===== config.mk =====
export PLATFORM = sky130hd
export DESIGN_NAME = ssc_div
export DESIGN_NICKNAME = d
export VERILOG_FILES = /design/src/rtl/ssc_pkg.sv /design/src/rtl/ssc_div.sv
export SDC_FILE = /design/constraint.sdc
export NUM_CORES = 2
export LEC_CHECK = 0
export BUFFER_PORTS_ARGS = -buffer_cell sky130_fd_sc_hd__buf_2
export CORE_ASPECT_RATIO = 0.75
export CORE_UTILIZATION = 50
export DETAILED_ROUTE_END_ITERATION = 6
export PLACE_DENSITY_LB_ADDON = 0.08
export SYNTH_ARGS = -nofsm -noshare
export SYNTH_HDL_FRONTEND = slang
export SYNTH_SLANG_ARGS = --single-unit

===== constraint.sdc =====
create_clock -name clk -period 7.2 [get_ports clk]
set_clock_uncertainty 0.2 [all_clocks]
set_input_delay 0.72 -clock clk [delete_from_list [all_inputs] [get_ports clk]]
set_output_delay 0.72 -clock clk [all_outputs]
set_load 0.1 [all_outputs]

===== src/rtl/ssc_pkg.sv =====
`timescale 1ns / 1ps
// shared widths, defaults and the round/saturate helper for the sphere contact pipeline
// no dependencies
package ssc_pkg;

	localparam int STEPS_DEF = 2;

	// square root: 64 bit radicand, 32 bit root
	localparam int SQ_IN_W   = 64;
	localparam int SQ_ROOT_W = 32;
	localparam int SQ_REM_W  = 34;

	// contact divider: 63 bit magnitude by 32 bit radius sum
	localparam int CN_W = 63;
	localparam int CQ_W = 32;
	localparam int CD_W = 32;

	// normal divider: 65 bit magnitude by 33 bit distance
	localparam int NN_W = 65;
	localparam int NQ_W = 34;
	localparam int ND_W = 33;

	// round to nearest, tie away from zero, then saturate to signed 32 bit
	function automatic logic [31:0] round_sat(input logic neg, input logic [33:0] q,
			input logic [32:0] r, input logic [32:0] dv);
		logic        up;
		logic [34:0] q1;
		logic [31:0] res;
		up = {r, 1'b0} >= {1'b0, dv};
		q1 = {1'b0, q} + {34'd0, up};
		if (neg) begin
			if (q1 >= 35'h080000000) res = 32'h80000000;
			else res = 32'd0 - q1[31:0];
		end else begin
			if (q1 > 35'h07FFFFFFF) res = 32'h7FFFFFFF;
			else res = q1[31:0];
		end
		return res;
	endfunction

endpackage


===== src/rtl/ssc_div.sv =====
`timescale 1ns / 1ps
// pipelined restoring divider, STEPS quotient bits per stage, divisor carried along
// depends on ssc_pkg; caller guarantees the quotient fits in Q bits
module ssc_div
	import ssc_pkg::*;
#(
	parameter int N     = CN_W,
	parameter int Q     = CQ_W,
	parameter int W     = CD_W,
	parameter int STEPS = STEPS_DEF
) (
	input  logic         clk,
	input  logic         en,
	input  logic [N-1:0] dividend,
	input  logic [W-1:0] divisor,
	output logic [Q-1:0] quot,
	output logic [W-1:0] rem,
	output logic [W-1:0] dv
);

	localparam int NST = (Q + STEPS - 1) / STEPS;

	logic [W-1:0] rem_s [NST];
	logic [Q-1:0] low_s [NST];
	logic [W-1:0] dv_s  [NST];

	logic [W-1:0] rem_in [NST];
	logic [Q-1:0] low_in [NST];
	logic [W-1:0] dv_in  [NST];

	assign rem_in[0] = W'(dividend[N-1:Q]);
	assign low_in[0] = dividend[Q-1:0];
	assign dv_in[0]  = divisor;

	for (genvar k = 1; k < NST; k++) begin : g_link
		assign rem_in[k] = rem_s[k-1];
		assign low_in[k] = low_s[k-1];
		assign dv_in[k]  = dv_s[k-1];
	end

	for (genvar k = 0; k < NST; k++) begin : g_st
		logic [W-1:0] rem_n;
		logic [Q-1:0] low_n;

		always_comb begin
			logic [W:0] t;
			rem_n = rem_in[k];
			low_n = low_in[k];
			t     = '0;
			for (int j = 0; j < STEPS; j++) begin
				if (k * STEPS + j < Q) begin
					t = {rem_n, low_n[Q-1]};
					if (t >= {1'b0, dv_in[k]}) begin
						t     = t - {1'b0, dv_in[k]};
						low_n = {low_n[Q-2:0], 1'b1};
					end else begin
						low_n = {low_n[Q-2:0], 1'b0};
					end
					rem_n = t[W-1:0];
				end
			end
		end

		always_ff @(posedge clk) begin
			if (en) begin
				rem_s[k] <= rem_n;
				low_s[k] <= low_n;
				dv_s[k]  <= dv_in[k];
			end
		end
	end

	assign quot = low_s[NST-1];
	assign rem  = rem_s[NST-1];
	assign dv   = dv_s[NST-1];

endmodule

==> results.md <==
- Outcome: complete, no violations
- CTS buffer count: between 150 and 200
- Starting Density: 0.5038
- Post-layout util: 0.5687
- Top cell type's share of synthesized area: 0.4215
- Commonest non-fill, non-tap cell in the layout: edfxtp_1
- Die span in x: roughly 540 um
- Setup violators final: 0
- Layout Area Growth over Synthesis: 12.88%
- Synth warnings: 0
- Slowest cell on crit path: or4_4
- Vias post-DR: ~85000
- Avg Vias per Cell: 5.902
- Die area: 220800 um2
- Hold Vio Cnt, Final: 0
- Syn Inst Count: about 11000
- Yosys top cell by area: edfxtp_1
- Seq/Total Area, Yosys: 0.4215
- Worst setup path class: reg -> reg
- Post-Syn Nets: 11823
- Initial antenna violation count: 8
- WP data arrival: around 7.4 ns
- GPL Wtd Cong: 0.9602
- Least-Margin Pin Slew: 1.122 ns
- H-tree Lvls: 4
- Detailed Place HPWL: about 250 mm
- 1st-iter DRT viols: 7450
- I/O pin cnt: slightly below 200
- Peak Freq: 0.1431 GHz
- Cell variety after synth: 97
- Vias in the first global route: ~80000
- Min Clock Period, post-route: 6.989 ns
- Total core area: 217200 um2
- Slew HR: 0.2518
- Die Ht: a little over 400 um
- Largest net degree at the start of global routing: 195
- CTS tree: yes
- Root Driver: clkbuf_16
- All-Layer GR Usage: 0.2818
- DRT Pass-1 Iters: 6
- Num Clock Sinks: approximately 1500
- Worst Path Max Fanout: 16
- Worst endpoint required time: between 7 and 8 ns
- Top FF cell, synth: edfxtp_1
- Post-DP Area: 116800 um2
- Share of cells above drive strength 1: 0.1423
- Fin worst setup slack: between 0.2 and 0.25 ns
- DR DRC count: 0
- Pre-CTS setup slack: -0.2035 ns
- CTS Buffer Depth: 4
- Cell Chain, Critical Path: ha_1 -> nor2b_1 -> o31ai_2 -> a211oi_1 -> a311o_1 -> a221o_2 -> a31oi_4 -> o211a_1 -> o21a_1 -> clkinvlp_4 -> buf_12 -> mux2_2 -> ha_1 -> or4_4 -> o2111ai_4 -> a211oi_1 -> a211oi_2 -> o21ai_1 -> a221o_1 -> and2_1 -> a211oi_4 -> buf_12 -> clkbuf_16 -> mux2_2
- Design area: between 100000 and 150000 um2
- Number of max-cap violations: 0
- EDFF count, synth: 1536
- Hold WC Path Type: in -> reg
- FFs w/ async S/R, synth: 0
- Clock Pin Slew Worst Setup and Hold Paths: roughly 0.06 ns
- NumNets Final: about 12000
- Setup crit start kind: flop
- Synth area leaders: edfxtp_1, ha_1, mux2_2, xnor2_1, a21oi_1
- Commonest cells after routing, fill and taps aside: edfxtp_1, ha_1, a21oi_1, inv_1, nand2_1
- Global-route wire length before repair: between 400 and 500 mm
- Largest stage delay on the critical path: about 0.56 ns
- Synth Register Bits: between 1500 and 2000
- Pins over their slew limit: 0
- Overflow after GRT: 0
- Post-route antenna net violation count: 0
- Buffers on Ports: about 190
- CP Capture Type: flop
- Fin crit share: 0.9708
- Syn avg cell area: a little over 10 um2
- Routed wire length: approximately 320 mm
- WL/cell: around 22 um
- Worst-skew pair later-pin latency: ~0.87 ns
- Row count: around 150
- Mapped Area: 109400 um2
## critical path: cells and delay by family, from the launching register on
family | cells | cell delay [ns]
AO/OA/AOI/OAI | 13 | 3.37
AND/OR/NAND/NOR | 3 | 0.92
buffers and inverters | 4 | 0.64
multiplexers | 2 | 0.64
adder cells (fa/ha/maj) | 2 | 0.57
flip-flops | 1 | 0.40
## through the flow
step                      cells  hold slack, ns  setup TNS, ns
final                     14372         0.05742              0
after global routing      14365         0.06218        -0.1367
after CTS                 14350        0.008443              0
after detailed placement  13979          0.2045         -1.365
after global placement    13979          0.2005         -7.918
after floorplan           10670          0.2003              0
## worst paths after layout
check / startpoint / to / cells past startpoint / slack, ns
min: dividend[30] / rem_s[0][0]$_DFFE_PP_ / 3 / 0.06
min reg2reg: low_s[0][78]$_DFFE_PP_ / low_s[0][112]$_DFFE_PP_ / 0 / 0.18
max: rem_s[0][32]$_DFFE_PP_ / rem_s[0][77]$_DFFE_PP_ / 24 / 0.21
max reg2reg: rem_s[0][32]$_DFFE_PP_ / rem_s[0][77]$_DFFE_PP_ / 24 / 0.21
## cell usage after synthesis, drive strengths merged (28+ instances only)
cell type	number
or2	38
o21ai	666
nand4	159
ha	1024
o31ai	62
a21o	533
a221oi	28
inv	859
and2	45
mux2	577
a31oi	83
a211oi	85
edfxtp	1536
a21oi	984
a21boi	50
xnor2	577
nor2b	128
xor2	266
or3	60
mux2i	41
o21a	106
nand2	729
nand3	189
nand2b	101
nor2	587
o21bai	163
a31o	29
a211o	30
nor4	36
clkbuf	153
nor3	138
and3	83
o211ai	55
fa	32
buf	79
## registers in the layout (all words and copies together) (netlist names)
name,count
rem_s,512
low_s,512
dv_s,512
## kinds of logic after synthesis
group / Yosys count / synth area share
DFF: 1536 / 0.4215
xor gates and xnor gates: 843 / 0.06747
AOI/OAI and AO/OA: 3136 / 0.1822
muxes: 618 / 0.06312
adders and majority gates: 1056 / 0.1229
and+or+nand+nor: 2386 / 0.1042
buffers and inverters: 1095 / 0.03862
## layout make-up
type	count	area (um2)
Sequential cell	1536	46120
Fill cell	18808	93680
Timing Repair Buffer	695	5384
Multi-Input combinational cell	8039	59490
Inverter	863	3253
Antenna cell	7	17.52
Tap cell	2925	3660
Clock buffer	196	4437
Clock inverter	111	1167
## repair_timing
| action | CTS | global route |
|---|---|---|
| pin swaps | 1 | 13 |
| hold endpoints to repair | 62 | 0 |
| gates cloned | 0 | 3 |
| hold buffers | 62 | 0 |
| resized for setup | 4 | 71 |
| setup endpoints to repair | 61 | 370 |
| setup buffers | 2 | 12 |
## metal layers
metal	global-route usage	part of all wire	routed length, um	vias to the layer above
met5	0	0	0	-
met4	0.07483	0.029	9254	0
met3	0.03283	0.057	18280	435
met2	0.4370	0.44	140300	2598
met1	0.4154	0.47	151200	40757
li1	-	-	-	41032
Power is left out: the tool's default activity adds up to more than one toggle a clock period on the data nets, which glitch-free logic cannot reach.
