$ cat src/rtl/ssc_pkg.sv
`timescale 1ns / 1ps
// shared widths, defaults and the round/saturate helper for the sphere contact pipeline
// no dependencies
package ssc_pkg;

	localparam int STEPS_DEF = 2;

	// square root: 64 bit radicand, 32 bit root
	localparam int SQ_IN_W   = 64;
	localparam int SQ_ROOT_W = 32;
	localparam int SQ_REM_W  = 34;

	// contact divider: 63 bit magnitude by 32 bit radius sum
	localparam int CN_W = 63;
	localparam int CQ_W = 32;
	localparam int CD_W = 32;

	// normal divider: 65 bit magnitude by 33 bit distance
	localparam int NN_W = 65;
	localparam int NQ_W = 34;
	localparam int ND_W = 33;

	// round to nearest, tie away from zero, then saturate to signed 32 bit
	function automatic logic [31:0] round_sat(input logic neg, input logic [33:0] q,
			input logic [32:0] r, input logic [32:0] dv);
		logic        up;
		logic [34:0] q1;
		logic [31:0] res;
		up = {r, 1'b0} >= {1'b0, dv};
		q1 = {1'b0, q} + {34'd0, up};
		if (neg) begin
			if (q1 >= 35'h080000000) res = 32'h80000000;
			else res = 32'd0 - q1[31:0];
		end else begin
			if (q1 > 35'h07FFFFFFF) res = 32'h7FFFFFFF;
			else res = q1[31:0];
		end
		return res;
	endfunction

endpackage

$ cat src/rtl/ssc_sqrt.sv
`timescale 1ns / 1ps
// pipelined digit-by-digit integer square root, STEPS root bits per stage
// depends on ssc_pkg
module ssc_sqrt
	import ssc_pkg::*;
#(
	parameter int STEPS = STEPS_DEF
) (
	input  logic                 clk,
	input  logic                 en,
	input  logic [SQ_IN_W-1:0]   radicand,
	output logic [SQ_ROOT_W-1:0] root,
	output logic [SQ_REM_W-1:0]  rem
);

	localparam int NST = (SQ_ROOT_W + STEPS - 1) / STEPS;

	logic [SQ_IN_W-1:0]   x_s    [NST];
	logic [SQ_ROOT_W-1:0] root_s [NST];
	logic [SQ_REM_W-1:0]  rem_s  [NST];

	logic [SQ_IN_W-1:0]   x_in    [NST];
	logic [SQ_ROOT_W-1:0] root_in [NST];
	logic [SQ_REM_W-1:0]  rem_in  [NST];

	assign x_in[0]    = radicand;
	assign root_in[0] = '0;
	assign rem_in[0]  = '0;

	for (genvar k = 1; k < NST; k++) begin : g_link
		assign x_in[k]    = x_s[k-1];
		assign root_in[k] = root_s[k-1];
		assign rem_in[k]  = rem_s[k-1];
	end

	for (genvar k = 0; k < NST; k++) begin : g_st
		logic [SQ_IN_W-1:0]   x_n;
		logic [SQ_ROOT_W-1:0] root_n;
		logic [SQ_REM_W-1:0]  rem_n;

		always_comb begin
			logic [SQ_REM_W+1:0] t;
			logic [SQ_REM_W+1:0] trial;
			x_n    = x_in[k];
			root_n = root_in[k];
			rem_n  = rem_in[k];
			t      = '0;
			trial  = '0;
			for (int j = 0; j < STEPS; j++) begin
				if (k * STEPS + j < SQ_ROOT_W) begin
					t     = {rem_n, x_n[SQ_IN_W-1 -: 2]};
					trial = {{(SQ_REM_W - SQ_ROOT_W){1'b0}}, root_n, 2'b01};
					x_n   = {x_n[SQ_IN_W-3:0], 2'b00};
					if (t >= trial) begin
						t      = t - trial;
						root_n = {root_n[SQ_ROOT_W-2:0], 1'b1};
					end else begin
						root_n = {root_n[SQ_ROOT_W-2:0], 1'b0};
					end
					rem_n = t[SQ_REM_W-1:0];
				end
			end
		end

		always_ff @(posedge clk) begin
			if (en) begin
				x_s[k]    <= x_n;
				root_s[k] <= root_n;
				rem_s[k]  <= rem_n;
			end
		end
	end

	assign root = root_s[NST-1];
	assign rem  = rem_s[NST-1];

endmodule

$ cat config.mk
export PLATFORM = sky130hd
export DESIGN_NAME = ssc_sqrt
export DESIGN_NICKNAME = d
export VERILOG_FILES = /design/src/rtl/ssc_pkg.sv /design/src/rtl/ssc_sqrt.sv
export SDC_FILE = /design/constraint.sdc
export NUM_CORES = 2
export LEC_CHECK = 0
export BUFFER_PORTS_ARGS = -buffer_cell sky130_fd_sc_hd__buf_2
export CORE_ASPECT_RATIO = 1.5
export CORE_MARGIN = 4
export CORE_UTILIZATION = 58
export CTS_BUF_LIST = sky130_fd_sc_hd__clkbuf_4 sky130_fd_sc_hd__clkbuf_8 sky130_fd_sc_hd__clkbuf_16
export DETAILED_ROUTE_END_ITERATION = 10
export GPL_TIMING_DRIVEN = 0
export PLACE_DENSITY_LB_ADDON = 0.3
export SLEW_MARGIN = 20
export SYNTH_ARGS = -nofsm -noshare
export SYNTH_HDL_FRONTEND = slang
export SYNTH_SLANG_ARGS = --single-unit
$ cat constraint.sdc
create_clock -name clk -period 5.9 [get_ports clk]
set_input_delay 0.295 -clock clk [delete_from_list [all_inputs] [get_ports clk]]
set_output_delay 0.295 -clock clk [all_outputs]
set_load 0.03 [all_outputs]
==> metrics <==
status finished with violations; failing checks negative setup slack; cell mode on critical path buf_6; CTS tree built; maxcap violations 0; DR pass1 iterations 6; Max Clk Rate 163 MHz; Layout area overhead 17.7%; CP startpoint root_s[1][65]; wire length per cell 22.6 µm; largest area contributor in the netlist edfxtp_1; slowest stage delay, CP 0.51 ns; Clock Skew 0.0948 ns; CP Buf/Inv Count 4; first-pass GRT wire length 368 mm; maximum fanout along the worst path 5; register bit total from synthesis 1273; fin crit period 6.12 ns; Routed Antenna Nets 0; Setup WS post-layout -0.224 ns; GPL Wtd Cong 0.965; main area contributors after synthesis edfxtp_1 (46%), ha_1 (8.4%), xnor2_1 (5.3%); Synth Instances 8231; Max Buffers Root-to-Sink 3; CTS root buf clkbuf_16; synth unique cells 122; WP data required 6.38 ns; CP Launch Type flip-flop; share of post-route cells with drive strength above 1 16.7%; Total Wirelength 245 mm; number of global-route vias before repair 66.2k; GRT Resource Usage Total 31.7%; top-count cell post-synth edfxtp_1; Final Core Density 68.8%; htree depth 3; Least-Margin Pin Slew 1.24 ns; Peak VDD IR 437 µV; fin nets 9476; Most used DFF post-synth edfxtp_1; Final setup viols 54; relative slew slack 16.3%; dpl hpwl 184 mm; Clk pin slew, worst setup/hold paths 0.07 ns; CP Class flip-flop to flip-flop; RR Startpoint root_s[1][65]; RSZ-0062 raised after global routing yes; post-synthesis sequential area ratio 46.1%; Starting Density 58.5%; most common library cells after synthesis edfxtp_1 (1273), a21oi_1 (684), nand2_1 (681), nor2_1 (680), ha_1 (560); number of synthesized flops with an enable pin 1273; Vias/cell 6.14; mapped cell area 83000 µm²; reg-to-reg slack, setup -0.22 ns; Sum Neg Setup Slack -5.78 ns; CTS Buf Count 119; final period utilization 104%; via count 66.6k; pwr dens 459 nW/µm²; Design Area, Final 97700 µm²; Leakage 38.3 nW; Slew Viols, Final 0; class of the worst hold path primary input to flip-flop; slowest CP cell or4_4; Clock Sinks 1273; r2r worst-path depth 25; number of DRC markers in iteration 0 4632; DRC Markers 0; total gr overflow 0; clk_lat worst skew 0.83 ns; num ports 132; die footprint 149000 µm²; Ys Warns 0; die width 317 µm; worst path arrival time 6.60 ns; antenna violations before repair 9; Die Y 471 µm; Total Power 44.8 mW; critical path endpoint category flip-flop; port buffer count 131; ys async rst share 0%; worst setup path end rem_s[1][133]; Core ar. 142000 µm²; share of Yosys cell area claimed by the top area cell type 46.1%; Hold Vio Cnt, Final 0; Critical R2R Capture rem_s[1][133]; total stage count of the critical path 25; largest net degree at the start of global routing 161; delay-heaviest family, CP compound AO/OA/AOI/OAI gates; area of placed instances 86400 µm²; Post-Syn Area per Cell 10.1 µm²; Rows 169
[cell type report]
type                       count  area (µm²)
timing repair buffer         534        4290
sequential                  1273       38200
buffer                       163        1280
antenna                        1        2.50
clock buffer                 140        3140
inverter                     508        1950
clock inverter                82        1050
tap                         1881        2350
fill                       10700       44200
multi-input combinational   6251       45400
[timing repair]
action | in CTS | in global routing
buffers inserted | 195 | 128
gates cloned | 4 | 5
endpoints found under the setup margin | 426 | 411
pin swaps | 84 | 134
endpoints found under the hold margin | 160 | 0
hold buffers | 67 | 0
gates resized for setup | 507 | 484
[per-layer routing]
| metal | vias up | routed length (µm) | share of wire [%] | track usage (%) |
|---|---|---|---|---|
| met5 | - | 10 | 0.0041 | 0 |
| met4 | 2 | 20600 | 8.4 | 21.8 |
| met3 | 843 | 10500 | 4.3 | 3.28 |
| met2 | 2137 | 125000 | 51 | 58.0 |
| met1 | 31900 | 88400 | 36 | 34.0 |
| li1 | 31700 | - | - | - |
[worst min-delay path by stage]
stage	startpoint	to	cells after the start
after floorplan	radicand[0]	x_s[0][0]	0
after global placement	x_s[0][12]	x_s[0][76]	0
after detailed placement	x_s[0][68]	x_s[0][132]	0
after CTS	radicand[38]	x_s[0][38]	2
after global routing	radicand[38]	x_s[0][38]	2
final	radicand[38]	x_s[0][38]	2
[report_power, final]
part / total [mW] / switching, mW / internal (mW)
Combinational: 23.0 / 13.4 / 9.66
Sequential: 13.6 / 1.29 / 12.3
Clock: 8.15 / 3.58 / 4.57
[cells by family (layout without fill, tap and decap cells)]
family                   after synthesis  after routing  share of synthesized area [%]
AO/OA/AOI/OAI                       2143           2143                           16.3
XOR/XNOR                             815            815                           8.60
adder cells (fa/ha/maj)              561            561                           8.45
buffers and inverters                709           1427                           3.30
flip-flops                          1273           1273                           46.1
multiplexers                         106            106                           1.44
other                                  1              4                        0.00452
AND/OR/NAND/NOR                     2623           2623                           15.8
[worst register-to-register path, cell delays in order, from the launching register on]
cell and delay (ns):
edfxtp_1 0.42, inv_1 0.10, ha_1 0.34, nand4_1 0.15, or4_4 0.51, o21ai_4 0.19
or3_4 0.19, or2_4 0.22, clkinvlp_4 0.24, buf_6 0.20, and2_4 0.13, a31o_4 0.21
ha_4 0.23, a21oi_2 0.14, o21bai_1 0.08, a21oi_1 0.22, o21bai_2 0.13, a211o_1 0.36
a221o_1 0.38, a21oi_4 0.18, o211a_1 0.23, nor4b_4 0.30, buf_6 0.19, and3b_2 0.27
nand3_2 0.09, xor2_1 0.07
[registers in the layout, indices dropped and copies added (netlist names)]
| register | flops |
|---|---|
| rem_s | 521 |
| x_s | 480 |
| root_s | 272 |
[cell usage in the layout, fill, tap and decap left out, types with 75 or more instances in the layout]
cell type,netlist,layout
o21ai_0,491,399
xnor2_1,507,501
edfxtp_1,1273,1273
buf_4,5,313
clkbuf_16,0,128
ha_1,560,461
buf_2,23,149
inv_1,492,464
nor3_1,206,183
a21o_1,271,271
o21bai_1,89,84
nor4_1,94,75
nor2b_1,90,89
a21oi_2,1,78
xor2_1,308,304
a21oi_1,684,593
nand2_1,681,659
nand4_1,135,135
nor2_1,680,647
nand3_1,194,179
or3_1,94,90
[through the flow]
stage / hold WS [ns] / setup slack, ns / std cells
CTS: 0.134 / -0.0264 / 10700
global placement: 0.400 / -14.21 / 10200
global route: 0.185 / -0.339 / 10800
finish: 0.197 / -0.224 / 10800
floorplan: 0.394 / 0.00248 / 8233
detailed placement: 0.405 / -2.63 / 10300
(Power assumes the default switching activity.)
